[config.mk]
export PLATFORM = sky130hd
export DESIGN_NAME = spi_adc_averaging_reader_flat
export DESIGN_NICKNAME = d
export VERILOG_FILES = /design/src/sv/saar_pkg.sv /design/src/sv/saar_if.sv /design/src/sv/saar_seq.sv /design/src/sv/saar_stats.sv /design/src/sv/spi_adc_averaging_reader.sv /design/src/flat_wrapper.sv
export SDC_FILE = /design/constraint.sdc
export NUM_CORES = 1
export LEC_CHECK = 0
export ABC_AREA = 0
export CAP_MARGIN = 20
export CORE_ASPECT_RATIO = 0.8
export CORE_MARGIN = 2
export CORE_UTILIZATION = 41
export DETAILED_ROUTE_END_ITERATION = 16
export DONT_BUFFER_PORTS = 1
export PLACE_DENSITY = 0.59
export SLEW_MARGIN = 20
export SYNTH_ARGS = -nofsm -noshare
export SYNTH_HDL_FRONTEND = slang
export SYNTH_HIERARCHICAL = 1
export SYNTH_SLANG_ARGS = --single-unit
export TNS_END_PERCENT = 20
[constraint.sdc]
create_clock -name i_clk -period 3.72 [get_ports i_clk]
set_clock_uncertainty 0.05 [all_clocks]
set_input_delay 0.372 -clock i_clk [delete_from_list [all_inputs] [get_ports i_clk]]
set_output_delay 0.372 -clock i_clk [all_outputs]
set_load 0.02 [all_outputs]
[src/sv/saar_pkg.sv]
// Shared constants and types for the SPI ADC averaging reader.
package saar_pkg;

    localparam int DATA_BITS_DEF  = 16;
    localparam int READS_LOG2_DEF = 3;

    localparam int CODE_W    = 16;
    localparam int HALF_W    = 8;
    localparam int DUMMY_W   = 3;
    localparam int CLK_CNT_W = 5;
    localparam int CFG_IDX_W = 1;
    localparam int CFG_DAT_W = 8;

    localparam logic [CFG_IDX_W-1:0] REG_HALF_PERIOD = 1'd0;
    localparam logic [CFG_IDX_W-1:0] REG_DUMMY       = 1'd1;

    localparam logic [HALF_W-1:0]  HALF_RESET  = 8'd15;
    localparam logic [DUMMY_W-1:0] DUMMY_RESET = 3'd3;

    typedef struct packed {
        logic begin_meas;
        logic begin_conv;
        logic sample;
        logic conv_end;
        logic meas_end;
        logic cs_n;
        logic sclk;
        logic busy;
    } t_seq_ev;

endpackage

[src/sv/saar_if.sv]
// Channel interfaces: tick input, result output and configuration write.
interface saar_in_if import saar_pkg::*; ();
    logic valid;
    logic ready;
    logic start_req;
    logic miso;
    modport source (output valid, output start_req, output miso, input ready);
    modport sink   (input valid, input start_req, input miso, output ready);
endinterface

interface saar_out_if import saar_pkg::*; ();
    logic              valid;
    logic              ready;
    logic              chip_select_n;
    logic              serial_clock;
    logic              busy_res;
    logic              done_res;
    logic [CODE_W-1:0] average_code;
    logic [CODE_W-1:0] min_code;
    logic [CODE_W-1:0] max_code;
    modport source (output valid, output chip_select_n, output serial_clock,
                    output busy_res, output done_res, output average_code,
                    output min_code, output max_code, input ready);
    modport sink   (input valid, input chip_select_n, input serial_clock,
                    input busy_res, input done_res, input average_code,
                    input min_code, input max_code, output ready);
endinterface

interface saar_cfg_if import saar_pkg::*; ();
    logic                 valid;
    logic                 ready;
    logic [CFG_IDX_W-1:0] index;
    logic [CFG_DAT_W-1:0] data;
    modport source (output valid, output index, output data, input ready);
    modport sink   (input valid, input index, input data, output ready);
endinterface

[src/sv/saar_seq.sv]
// Pin sequencer: phase timing, clock pulse and conversion counting.
module saar_seq import saar_pkg::*; #(
    parameter int DATA_BITS  = DATA_BITS_DEF,
    parameter int READS_LOG2 = READS_LOG2_DEF
) (
    input  logic               i_clk,
    input  logic               i_rst_n,
    input  logic               i_step,
    input  logic               i_start_req,
    input  logic [HALF_W-1:0]  i_half_period,
    input  logic [DUMMY_W-1:0] i_dummy,
    output t_seq_ev            o_ev
);

    typedef enum logic [1:0] {PH_IDLE, PH_LOW, PH_HIGH, PH_GAP} t_phase;

    localparam int RC_W = READS_LOG2 + 1;
    localparam logic [RC_W-1:0] READS_TOTAL = RC_W'(1 << READS_LOG2);
    localparam logic [CLK_CNT_W:0] DATA_BITS_C = (CLK_CNT_W + 1)'(DATA_BITS);

    t_phase               r_phase, n_phase;
    logic [HALF_W-1:0]    r_wait, n_wait;
    logic [CLK_CNT_W-1:0] r_cc, n_cc;
    logic [RC_W-1:0]      r_rc, n_rc;

    logic [HALF_W-1:0]  limit;
    logic [HALF_W:0]    wait_inc;
    logic               ph_end;
    logic [RC_W-1:0]    rc_inc;
    logic [CLK_CNT_W:0] conv_len;

    always_comb begin
        limit    = (i_half_period == '0) ? HALF_W'(1) : i_half_period;
        wait_inc = {1'b0, r_wait} + (HALF_W + 1)'(1);
        ph_end   = wait_inc >= {1'b0, limit};
        rc_inc   = r_rc + RC_W'(1);
        conv_len = {{(CLK_CNT_W + 1 - DUMMY_W){1'b0}}, i_dummy} + DATA_BITS_C;

        n_phase = r_phase;
        n_wait  = r_wait;
        n_cc    = r_cc;
        n_rc    = r_rc;
        o_ev    = '0;

        if (i_step) begin
            case (r_phase)
                PH_IDLE: begin
                    if (i_start_req) begin
                        o_ev.begin_meas = 1'b1;
                        o_ev.begin_conv = 1'b1;
                        n_phase = PH_LOW;
                        n_wait  = '0;
                        n_cc    = '0;
                        n_rc    = '0;
                    end
                end
                PH_LOW: begin
                    if (ph_end) begin
                        n_wait      = '0;
                        o_ev.sample = r_cc >= {{(CLK_CNT_W - DUMMY_W){1'b0}}, i_dummy};
                        n_phase     = PH_HIGH;
                    end else begin
                        n_wait = wait_inc[HALF_W-1:0];
                    end
                end
                PH_HIGH: begin
                    if (ph_end) begin
                        n_wait = '0;
                        n_cc   = r_cc + CLK_CNT_W'(1);
                        if ({1'b0, n_cc} >= conv_len) begin
                            o_ev.conv_end = 1'b1;
                            n_phase = PH_GAP;
                        end else begin
                            n_phase = PH_LOW;
                        end
                    end else begin
                        n_wait = wait_inc[HALF_W-1:0];
                    end
                end
                PH_GAP: begin
                    if (ph_end) begin
                        n_wait = '0;
                        if (rc_inc >= READS_TOTAL) begin
                            o_ev.meas_end = 1'b1;
                            n_rc    = '0;
                            n_phase = PH_IDLE;
                        end else begin
                            o_ev.begin_conv = 1'b1;
                            n_rc    = rc_inc;
                            n_cc    = '0;
                            n_phase = PH_LOW;
                        end
                    end else begin
                        n_wait = wait_inc[HALF_W-1:0];
                    end
                end
                default: begin
                    n_phase = PH_IDLE;
                end
            endcase
        end

        o_ev.cs_n = !(n_phase == PH_LOW || n_phase == PH_HIGH);
        o_ev.sclk = n_phase != PH_LOW;
        o_ev.busy = n_phase != PH_IDLE;
    end

    always_ff @(posedge i_clk) begin
        if (!i_rst_n) begin
            r_phase <= PH_IDLE;
            r_wait  <= '0;
            r_cc    <= '0;
            r_rc    <= '0;
        end else begin
            r_phase <= n_phase;
            r_wait  <= n_wait;
            r_cc    <= n_cc;
            r_rc    <= n_rc;
        end
    end

endmodule

[src/sv/saar_stats.sv]
// Data path: shift register, code sum, average and running min/max.
module saar_stats import saar_pkg::*; #(
    parameter int DATA_BITS  = DATA_BITS_DEF,
    parameter int READS_LOG2 = READS_LOG2_DEF
) (
    input  logic                 i_clk,
    input  logic                 i_rst_n,
    input  t_seq_ev              i_ev,
    input  logic                 i_miso,
    output logic [DATA_BITS-1:0] o_avg,
    output logic [DATA_BITS-1:0] o_min,
    output logic [DATA_BITS-1:0] o_max
);

    localparam int SUM_W = DATA_BITS + READS_LOG2;

    logic [DATA_BITS-1:0] r_shift, n_shift;
    logic [SUM_W-1:0]     r_sum, n_sum;
    logic [DATA_BITS-1:0] r_avg, n_avg;
    logic [DATA_BITS-1:0] r_min, n_min;
    logic [DATA_BITS-1:0] r_max, n_max;
    logic [DATA_BITS-1:0] avg_calc;

    always_comb begin
        n_shift  = r_shift;
        n_sum    = r_sum;
        n_avg    = r_avg;
        n_min    = r_min;
        n_max    = r_max;
        avg_calc = r_sum[READS_LOG2 +: DATA_BITS];

        if (i_ev.begin_meas) begin
            n_sum = '0;
        end
        if (i_ev.begin_conv) begin
            n_shift = '0;
        end
        if (i_ev.sample) begin
            n_shift = {r_shift[DATA_BITS-2:0], i_miso};
        end
        if (i_ev.conv_end) begin
            n_sum = r_sum + {{READS_LOG2{1'b0}}, r_shift};
        end
        if (i_ev.meas_end) begin
            n_avg = avg_calc;
            if (avg_calc > r_max) begin
                n_max = avg_calc;
            end
            if (avg_calc < r_min) begin
                n_min = avg_calc;
            end
        end
    end

    always_ff @(posedge i_clk) begin
        if (!i_rst_n) begin
            r_shift <= '0;
            r_sum   <= '0;
            r_avg   <= '0;
            r_min   <= '1;
            r_max   <= '0;
        end else begin
            r_shift <= n_shift;
            r_sum   <= n_sum;
            r_avg   <= n_avg;
            r_min   <= n_min;
            r_max   <= n_max;
        end
    end

    assign o_avg = n_avg;
    assign o_min = n_min;
    assign o_max = n_max;

endmodule

[src/sv/spi_adc_averaging_reader.sv]
// Top level of the SPI ADC averaging reader: config, sequencer, stats, output register.
//
//  channel  | dir | transaction carries
//  i_in     | in  | one tick: start_req, miso
//  o_out    | out | pin levels, busy, done, average/min/max codes
//  i_cfg    | in  | register index and write data
//
// One tick is taken per clock cycle while o_out is not stalled; each tick's result is
// registered in the output register, which also holds it while o_out is stalled.
// A new tick is taken in the same cycle as the held result leaves.
// Config writes are always accepted (ready is always high).
// Synchronous active-low reset returns to idle with min all ones, max and average zero.
module spi_adc_averaging_reader import saar_pkg::*; #(
    parameter int DATA_BITS  = DATA_BITS_DEF,
    parameter int READS_LOG2 = READS_LOG2_DEF
) (
    input  logic     i_clk,
    input  logic     i_rst_n,
    saar_in_if.sink  i_in,
    saar_out_if.source o_out,
    saar_cfg_if.sink i_cfg
);

    localparam int WIDE_W = DATA_BITS + CODE_W;

    logic [HALF_W-1:0]  r_half;
    logic [DUMMY_W-1:0] r_dummy;
    logic               r_valid;
    logic               r_cs_n, r_sclk, r_busy, r_done;
    logic [CODE_W-1:0]  r_avg, r_min, r_max;

    logic                 step;
    t_seq_ev              ev;
    logic [DATA_BITS-1:0] avg, min_v, max_v;
    logic [WIDE_W-1:0]    avg_w, min_w, max_w;

    assign i_in.ready  = !r_valid || o_out.ready;
    assign step        = i_in.valid && i_in.ready;
    assign i_cfg.ready = 1'b1;

    saar_seq #(.DATA_BITS(DATA_BITS), .READS_LOG2(READS_LOG2)) u_seq (
        .i_clk        (i_clk),
        .i_rst_n      (i_rst_n),
        .i_step       (step),
        .i_start_req  (i_in.start_req),
        .i_half_period(r_half),
        .i_dummy      (r_dummy),
        .o_ev         (ev)
    );

    saar_stats #(.DATA_BITS(DATA_BITS), .READS_LOG2(READS_LOG2)) u_stats (
        .i_clk  (i_clk),
        .i_rst_n(i_rst_n),
        .i_ev   (ev),
        .i_miso (i_in.miso),
        .o_avg  (avg),
        .o_min  (min_v),
        .o_max  (max_v)
    );

    assign avg_w = {{CODE_W{1'b0}}, avg};
    assign min_w = {{CODE_W{1'b0}}, min_v};
    assign max_w = {{CODE_W{1'b0}}, max_v};

    always_ff @(posedge i_clk) begin
        if (!i_rst_n) begin
            r_half  <= HALF_RESET;
            r_dummy <= DUMMY_RESET;
        end else if (i_cfg.valid) begin
            case (i_cfg.index)
                REG_HALF_PERIOD: r_half  <= i_cfg.data;
                REG_DUMMY:       r_dummy <= i_cfg.data[DUMMY_W-1:0];
                default: begin
                end
            endcase
        end
    end

    always_ff @(posedge i_clk) begin
        if (!i_rst_n) begin
            r_valid <= 1'b0;
        end else if (step) begin
            r_valid <= 1'b1;
        end else if (o_out.ready) begin
            r_valid <= 1'b0;
        end
    end

    always_ff @(posedge i_clk) begin
        if (step) begin
            r_cs_n <= ev.cs_n;
            r_sclk <= ev.sclk;
            r_busy <= ev.busy;
            r_done <= ev.meas_end;
            r_avg  <= avg_w[CODE_W-1:0];
            r_min  <= min_w[CODE_W-1:0];
            r_max  <= max_w[CODE_W-1:0];
        end
    end

    assign o_out.valid         = r_valid;
    assign o_out.chip_select_n = r_cs_n;
    assign o_out.serial_clock  = r_sclk;
    assign o_out.busy_res      = r_busy;
    assign o_out.done_res      = r_done;
    assign o_out.average_code  = r_avg;
    assign o_out.min_code      = r_min;
    assign o_out.max_code      = r_max;

endmodule

[src/flat_wrapper.sv]
// flat-port wrapper written by rule: the top's interface ports become plain ports
module spi_adc_averaging_reader_flat import saar_pkg::*;
#(
    parameter int DATA_BITS  = DATA_BITS_DEF,
    parameter int READS_LOG2 = READS_LOG2_DEF
)
  (i_clk, i_rst_n, i_in_valid, i_in_start_req, i_in_miso, i_in_ready, o_out_valid, o_out_chip_select_n, o_out_serial_clock, o_out_busy_res, o_out_done_res, o_out_average_code, o_out_min_code, o_out_max_code, o_out_ready, i_cfg_valid, i_cfg_index, i_cfg_data, i_cfg_ready);
  saar_in_if i_in_i ();
  saar_out_if o_out_i ();
  saar_cfg_if i_cfg_i ();
  input  logic i_clk;
  input  logic i_rst_n;
  input wire logic [$bits(i_in_i.valid)-1:0] i_in_valid;
  input wire logic [$bits(i_in_i.start_req)-1:0] i_in_start_req;
  input wire logic [$bits(i_in_i.miso)-1:0] i_in_miso;
  output wire logic [$bits(i_in_i.ready)-1:0] i_in_ready;
  output wire logic [$bits(o_out_i.valid)-1:0] o_out_valid;
  output wire logic [$bits(o_out_i.chip_select_n)-1:0] o_out_chip_select_n;
  output wire logic [$bits(o_out_i.serial_clock)-1:0] o_out_serial_clock;
  output wire logic [$bits(o_out_i.busy_res)-1:0] o_out_busy_res;
  output wire logic [$bits(o_out_i.done_res)-1:0] o_out_done_res;
  output wire logic [$bits(o_out_i.average_code)-1:0] o_out_average_code;
  output wire logic [$bits(o_out_i.min_code)-1:0] o_out_min_code;
  output wire logic [$bits(o_out_i.max_code)-1:0] o_out_max_code;
  input wire logic [$bits(o_out_i.ready)-1:0] o_out_ready;
  input wire logic [$bits(i_cfg_i.valid)-1:0] i_cfg_valid;
  input wire logic [$bits(i_cfg_i.index)-1:0] i_cfg_index;
  input wire logic [$bits(i_cfg_i.data)-1:0] i_cfg_data;
  output wire logic [$bits(i_cfg_i.ready)-1:0] i_cfg_ready;
  assign i_in_i.valid = i_in_valid;
  assign i_in_i.start_req = i_in_start_req;
  assign i_in_i.miso = i_in_miso;
  assign i_in_ready = i_in_i.ready;
  assign o_out_valid = o_out_i.valid;
  assign o_out_chip_select_n = o_out_i.chip_select_n;
  assign o_out_serial_clock = o_out_i.serial_clock;
  assign o_out_busy_res = o_out_i.busy_res;
  assign o_out_done_res = o_out_i.done_res;
  assign o_out_average_code = o_out_i.average_code;
  assign o_out_min_code = o_out_i.min_code;
  assign o_out_max_code = o_out_i.max_code;
  assign o_out_i.ready = o_out_ready;
  assign i_cfg_i.valid = i_cfg_valid;
  assign i_cfg_i.index = i_cfg_index;
  assign i_cfg_i.data = i_cfg_data;
  assign i_cfg_ready = i_cfg_i.ready;
  spi_adc_averaging_reader #(.DATA_BITS(DATA_BITS), .READS_LOG2(READS_LOG2)) u_core (.i_clk(i_clk), .i_rst_n(i_rst_n), .i_in(i_in_i), .o_out(o_out_i), .i_cfg(i_cfg_i));
endmodule
==> results of run 1 <==
[synthesized netlist by cell type (9+ instances only)]
library cell	count
ha_1	71
dfxtp_1	114
a31oi_1	10
nor2b_1	12
nand3_1	17
nand2_1	54
nand4_1	15
nor2_1	41
a21oi_1	47
nor3b_1	19
inv_1	66
mux2_2	37
clkbuf_1	18
edfxtp_1	52
mux2_4	9
or2_2	19
a21o_1	9
and2_1	40
o21ai_0	32
[state kept, by name (all words and copies together) (netlist names)]
name,count
u_core/o_out.busy_res,1
u_core/u_stats/r_sum,19
u_core/r_dummy,3
u_core/o_out.done_res,1
u_core/o_out.max_code,16
u_core/u_stats/r_min,16
u_core/u_seq/r_wait,8
u_core/o_out.valid,1
u_core/u_stats/r_shift,16
u_core/u_stats/r_avg,16
u_core/u_seq/r_cc,5
u_core/o_out.average_code,16
u_core/o_out.serial_clock,1
u_core/u_stats/r_max,16
u_core/u_seq/r_rc,4
u_core/o_out.min_code,16
u_core/o_out.chip_select_n,1
u_core/u_seq/r_phase,2
u_core/r_half,8
[cells by family (layout without fill, tap and decap cells)]
logic type,after synthesis,in the layout,share of synthesized area (%)
and+or+nand+nor,256,256,16.65
DFF,166,166,45.70
AOI/OAI and AO/OA,157,157,12.60
buffers and inverters,96,121,5.028
adders and majority gates,72,72,10.80
muxes,54,54,7.513
xor gates and xnor gates,16,16,1.666
other,1,1,0.04459
[worst max-delay path: stages, from the launching register on]
cell	delay, ns
dfxtp_4	0.38
ha_4	0.14
and4_1	0.19
nand2_1	0.07
and2_1	0.17
or2_4	0.26
ha_4	0.24
and3_4	0.19
a221oi_4	0.30
and2_4	0.19
nand2_2	0.09
nand2_4	0.09
nor2_4	0.05
nor3b_4	0.16
o21ai_4	0.13
clkbuf_16	0.21
mux2_2	0.33
or2_2	0.27
[per-stage QoR]
stage          setup TNS [ns]  setup WS [ns]
6_report                    0        0.08143
5_1_grt               -0.2256       -0.03743
4_1_cts                     0        0.01355
3_5_place_dp         -0.07323       -0.01132
3_3_place_gp                0        0.03971
2_1_floorplan               0        0.05856
[how the worst min path moves through the flow]
stage | from | end | depth (start not counted)
global route | i_rst_n | u_core/r_half[1] | 1
finish | i_rst_n | u_core/u_seq/r_rc[2] | 1
detailed placement | u_core/u_seq/r_rc[3] | u_core/u_seq/r_rc[3] | 2
global placement | u_core/u_seq/r_rc[3] | u_core/u_seq/r_rc[3] | 2
floorplan | u_core/u_seq/r_rc[3] | u_core/u_seq/r_rc[3] | 2
CTS | i_rst_n | u_core/r_half[1] | 1
[what timing repair did]
item | in CTS | in global routing
buffers inserted | 0 | 4
gates cloned | 0 | 1
hold endpoints to repair | 5 | 0
pin swaps | 0 | 4
hold buffers | 1 | 0
resized for setup | 1 | 13
endpoints found under the setup margin | 12 | 59
[metal layers]
layer	part of all wire (%)	routed length [um]
met4	1.0	188
met1	54	9964
met3	4.4	818
met2	41	7561
met5	0	0
[report_power, final]
group	internal, uW	leakage (uW)	switching [uW]
clock network	884	0.000265	805
logic	38.9	0.00230	78.5
registers	1900	0.00138	41.9
[layout make-up]
| class | instances | area share, % |
|---|---|---|
| clock inverter | 15 | 1.468 |
| timing repair buffer | 23 | 2.381 |
| inverter | 66 | 2.619 |
| clock buffer | 17 | 4.498 |
| tap | 264 | 3.493 |
| sequential | 166 | 40.73 |
| multi-input combinational | 556 | 44.81 |
==> metrics.txt, run 1 <==
status completed; GR Util met1 27.12%; Layout area overhead 12.45%; core area 19,970 sq um; Power Density 395.9 nW/um^2; CTS Root Cell clkbuf_16; ys flop type dfxtp_1; via total after detailed routing 5,780; Max Cap Viol 0; Core Rows 46; final non-filler cell total 1,107; first-pass GRT wire length about 30 mm; largest net degree at the start of global routing just under 80; height of the die 132.1 um; Netlist Area Pre-Place between 8000 and 9000 sq um; Slew @ Worst Pin between 0.7 and 0.8 ns; WL final 18.53 mm; vias per cell around 5.2; antenna-violating nets left 0; Hold Slack ~0.029 ns; yosys warns 6; synth unique cells 74; Yosys reg bits 166; Peak VDD IR 247.0 uV; met3 Resource Use GR 4.152%; drt pass-1 iters 4; Routed WL per cell around 17 um; Period minus WS final 3.639 ns; syn_nets between 900 and 1,000; Worst R2R End u_core/u_stats/r_min[10]; area fraction of the dominant cell type after synthesis a little over a quarter; area leader, netlist dfxtp_1; ys async rst share 0%; CP Class flop to flop; final worst path period share 97.81%; CTS tree built; RePlAce Congestion approximately 0.9; filler instances 1,800; multi-input gate area in the final layout 4238 sq um; maximum clock rate 274.8 MHz; # setup viols final 0; syn avg cell area 10.28 sq um; ranking of synthesized cells by area dfxtp_1, edfxtp_1, ha_1, mux2_2, and2_1; placed cells between 1,000 and 1,500; WP data required 3.98 ns; worst setup path endpoint u_core/u_stats/r_min[10]; Antenna Cells 0; EDFF count, synth 52; worst rel slew slack 48.74%; Tot Pwr ~3700 uW; clock sinks approximately 170; met2 Use GR 24.69%; HP Class input port to flop; most frequent cells in the layout dfxtp_1, ha_1, inv_1; fin nets 918; most common cell after layout, fill and taps aside dfxtp_1; Syn Inst Count 818; Detailed Route Iter0 Violations 368; gr usage total 17.62%; arrival time worst endpoint 3.90 ns; grt ovf 0; CP startpoint u_core/u_seq/r_wait[0]; # DRC 0; Die ar. 21,680 sq um; fin area 9458 sq um; Post-DP HPWL 12.83 mm; Post-Place Cell Area just under 9000 sq um; latest clock arrival within the worst-skew pair 0.42 ns; Setup crit start kind flop; Initial Utilization 42.11%; initial antenna violation count 0; r2r setup slk 0.08 ns; Worst Path Max Fanout 6; CTS max path bufs 2; Worst R2R Path Depth 17; final core utilization 47.36%; CTS Buf Count 17; Die W around 160 um; layout cells sized above 1 17.20%; final slew viol count 0; Final Hold Violating Endpoints 0; clock slew at reported path FFs 0.07 ns; CTS H-tree lvls 4; Pleak between 0.003 and 0.004 uW; Sequential cell area 3852 sq um; vias in the first global route about 5,500; IO Port Bufs 0; Seq/Total Area, Yosys 45.70%; gr busiest metal met1; worst r2r src u_core/u_seq/r_wait[0]; # IOs 71; CP Capture Type flop
No activity file was read; power rests on OpenSTA's default activity.
==> run 2, diff against run 1 <==
--- a/config.mk
+++ b/config.mk
@@ -12,7 +12,7 @@
 export CORE_UTILIZATION = 41
 export DETAILED_ROUTE_END_ITERATION = 16
 export DONT_BUFFER_PORTS = 1
-export PLACE_DENSITY = 0.59
+export PLACE_DENSITY = 0.56
 export SLEW_MARGIN = 20
 export SYNTH_ARGS = -nofsm -noshare
 export SYNTH_HDL_FRONTEND = slang
==> run 2 against run 1 <==
  * Fmax grew 1.2%
  * Cell count shrank 0.18%
  * Sequential share of layout area hardly changed
  * Critical path depth down 1
  * Register-to-register slack better by 0.04 ns
  * Total power rose by 4.1%
  * Global-route usage grew 0.98 points
  * Clock power grew 8%
  * Die area did not move
  * Cell area hardly changed
  * Critical endpoint is now u_core/u_stats/r_min[11]
  * Largest cell class unchanged
  * Largest power group unchanged
==> metrics.txt, run 2 (synthesis results as in run 1) <==
HP Class input port to flop; initial antenna violation count 0 (unchanged); CTS tree built; worst r2r src u_core/u_seq/r_wait[0]; Setup crit start kind flop; clock sinks 166 (unchanged); r2r setup slk 0.13 ns (+0.04 ns); Peak VDD IR 274.1 uV (+11%); Pleak 0.003941 uW (-0.13%); WL final 19.56 mm (+5.6%); latest clock arrival within the worst-skew pair 0.44 ns (+0.02 ns); gr usage total 18.60% (+0.98 points); Core Rows 46 (unchanged); antenna-violating nets left 0 (unchanged); height of the die 132.1 um (unchanged); M1 WL 9.609 mm (-3.6%); grt ovf 0 (unchanged); Period minus WS final 3.594 ns (-0.04464 ns); Worst Hold Path Cells 2 (+1); Final Hold Violating Endpoints 0 (unchanged); Initial Utilization 42.11% (unchanged); Detailed Route Iter0 Violations 427 (+16%); via total after detailed routing 5,974 (+3.4%); final worst path period share 96.61% (-1.2 points); CP Capture Type flop; Routed met3 length 1.093 mm (+34%); drt pass-1 iters 5 (+1); vias per cell 5.406 (+3.5%); clock slew at reported path FFs 0.08 ns (about the same); Antenna Cells 0 (unchanged); most common cell after layout, fill and taps aside dfxtp_1; Top Layer Used met4; Worst Path Max Fanout 8 (+2); Slew @ Worst Pin 0.9083 ns (+0.1513 ns); vias in the first global route 5,885 (+6.2%); CP Cell Sequence ha_4 -> and4_1 -> nand2_1 -> and2_1 -> or2_4 -> ha_4 -> and3_4 -> a221oi_2 -> and2_4 -> nand2_2 -> nand2_2 -> nor2_4 -> nor3b_4 -> o21ai_4 -> mux2_2 -> or2_2; IO Port Bufs 0 (unchanged); # setup viols final 0 (unchanged); final slew viol count 0 (unchanged); Crit path largest cell delay 0.39 ns (about the same); Die ar. 21,680 sq um (unchanged); Max Cap Viol 0 (unchanged); Post-DP HPWL 13.64 mm (+6.3%); wire length on met2 8.577 mm (+13%); RSZ-0062 raised after global routing false; hold path startpoint i_cfg_data[5]; core area 19,970 sq um (unchanged); Layout area overhead 12.51% (about the same); layout cells sized above 1 16.88% (-0.32 points); largest register by flop count u_core/u_stats/r_sum; Worst R2R End u_core/u_stats/r_min[11]; status completed; CTS Buf Count 17 (unchanged); final core utilization 47.38% (about the same); Worst R2R Path Depth 16 (-1); RePlAce Congestion 0.8050 (-9.2%); CTS Root Cell clkbuf_16; CTS max path bufs 2 (unchanged); Largest register FFs 19 (unchanged); arrival time worst endpoint 3.86 ns (-0.04 ns); worst rel slew slack 39.25% (-9.5 points); Power Density 412.0 nW/um^2 (+4.1%); hold path endpoint u_core/r_half[5]; slowest CP cell dfxtp_4; CTS H-tree lvls 4 (unchanged); most frequent cells in the layout dfxtp_1, ha_1, inv_1; fin area 9463 sq um (about the same); Die W 164.1 um (unchanged); largest net degree at the start of global routing 55 (-30%); # IOs 71 (unchanged); # DRC 0 (unchanged); WP data required 3.98 ns (about the same); fin nets 916 (-0.22%); Post-Place Cell Area 8728 sq um (-0.31%); first-pass GRT wire length 31.24 mm (+4.1%); Routed WL per cell 17.70 um (+5.7%); maximum clock rate 278.2 MHz (+1.2%); CP Class flop to flop
[run 2: cell types whose count changed in the layout (fill, tap and decap cells not counted), sizes merged]
cell and change:
clkinv +5, clkinvlp -4, clkbuf -1, dlygate4sd3 +3, o21ai +1, bufinv +1
inv -2, buf -5
[run 2: metrics by stage]
stage,power [uW],hold WS (ns),instances,TNS [ns],setup slack (ns)
floorplan,2074,0.3722,818,0,0.05856
global placement,2091,0.3861,1067,0,0.03245
detailed placement,2095,0.4006,1067,-0.3933,-0.03757
CTS,3953,0.0004204,1103,0,0.03804
global route,4050,0.01078,1105,0,0.0008726
finish,3899,0.02475,1105,0,0.1261
[run 2: how the worst max path moves through the flow]
stage / depth (start not counted) / to / slack (ns) / from
floorplan: 18 / u_core/u_stats/r_min[5] / 0.06 / u_core/u_seq/r_wait[0]
global placement: 16 / u_core/u_stats/r_min[10] / 0.03 / u_core/u_seq/r_wait[0]
detailed placement: 15 / u_core/u_stats/r_min[10] / -0.04 / u_core/u_seq/r_wait[2]
CTS: 15 / u_core/u_stats/r_min[11] / 0.04 / u_core/u_seq/r_wait[2]
global route: 16 / u_core/u_stats/r_min[4] / 0.0009 / u_core/u_seq/r_wait[0]
finish: 16 / u_core/u_stats/r_min[11] / 0.13 / u_core/u_seq/r_wait[0]
[run 2: routing by layer]
metal,vias up,track usage (%)
li1,2940,-
met1,2870,26.18
met2,149,27.57
met3,15,5.096
met4,0,6.092
met5,-,0
[run 2: timing repair]
item,CTS,global route
cloned,0,1
hold buffers,4,0
buffers inserted,0,1
gates resized for setup,2,6
pin swaps,0,0
endpoints found under the setup margin,15,32
endpoints found under the hold margin,21,0
[run 2: power breakdown]
part,internal [uW],switching (uW)
Clock,982,853
Combinational,40.6,85.4
Sequential,1900,42.9
[run 2: area by class of cell]
type,count,area [sq um]
clock buffer,17,425.4
clock inverter,15,210.2
fill,1809,10510
inverter,66,247.7
multi-input combinational,557,4238
sequential,166,3851
tap,264,330.3
timing repair buffer,20,160.2
[run 2: critical path: cells and delay by family, from the launching register on]
family	cells	cell delay (ns)
muxes	1	0.39
DFF	1	0.39
and+or+nand+nor	11	1.77
adders and majority gates	2	0.39
AOI/OAI and AO/OA	2	0.47
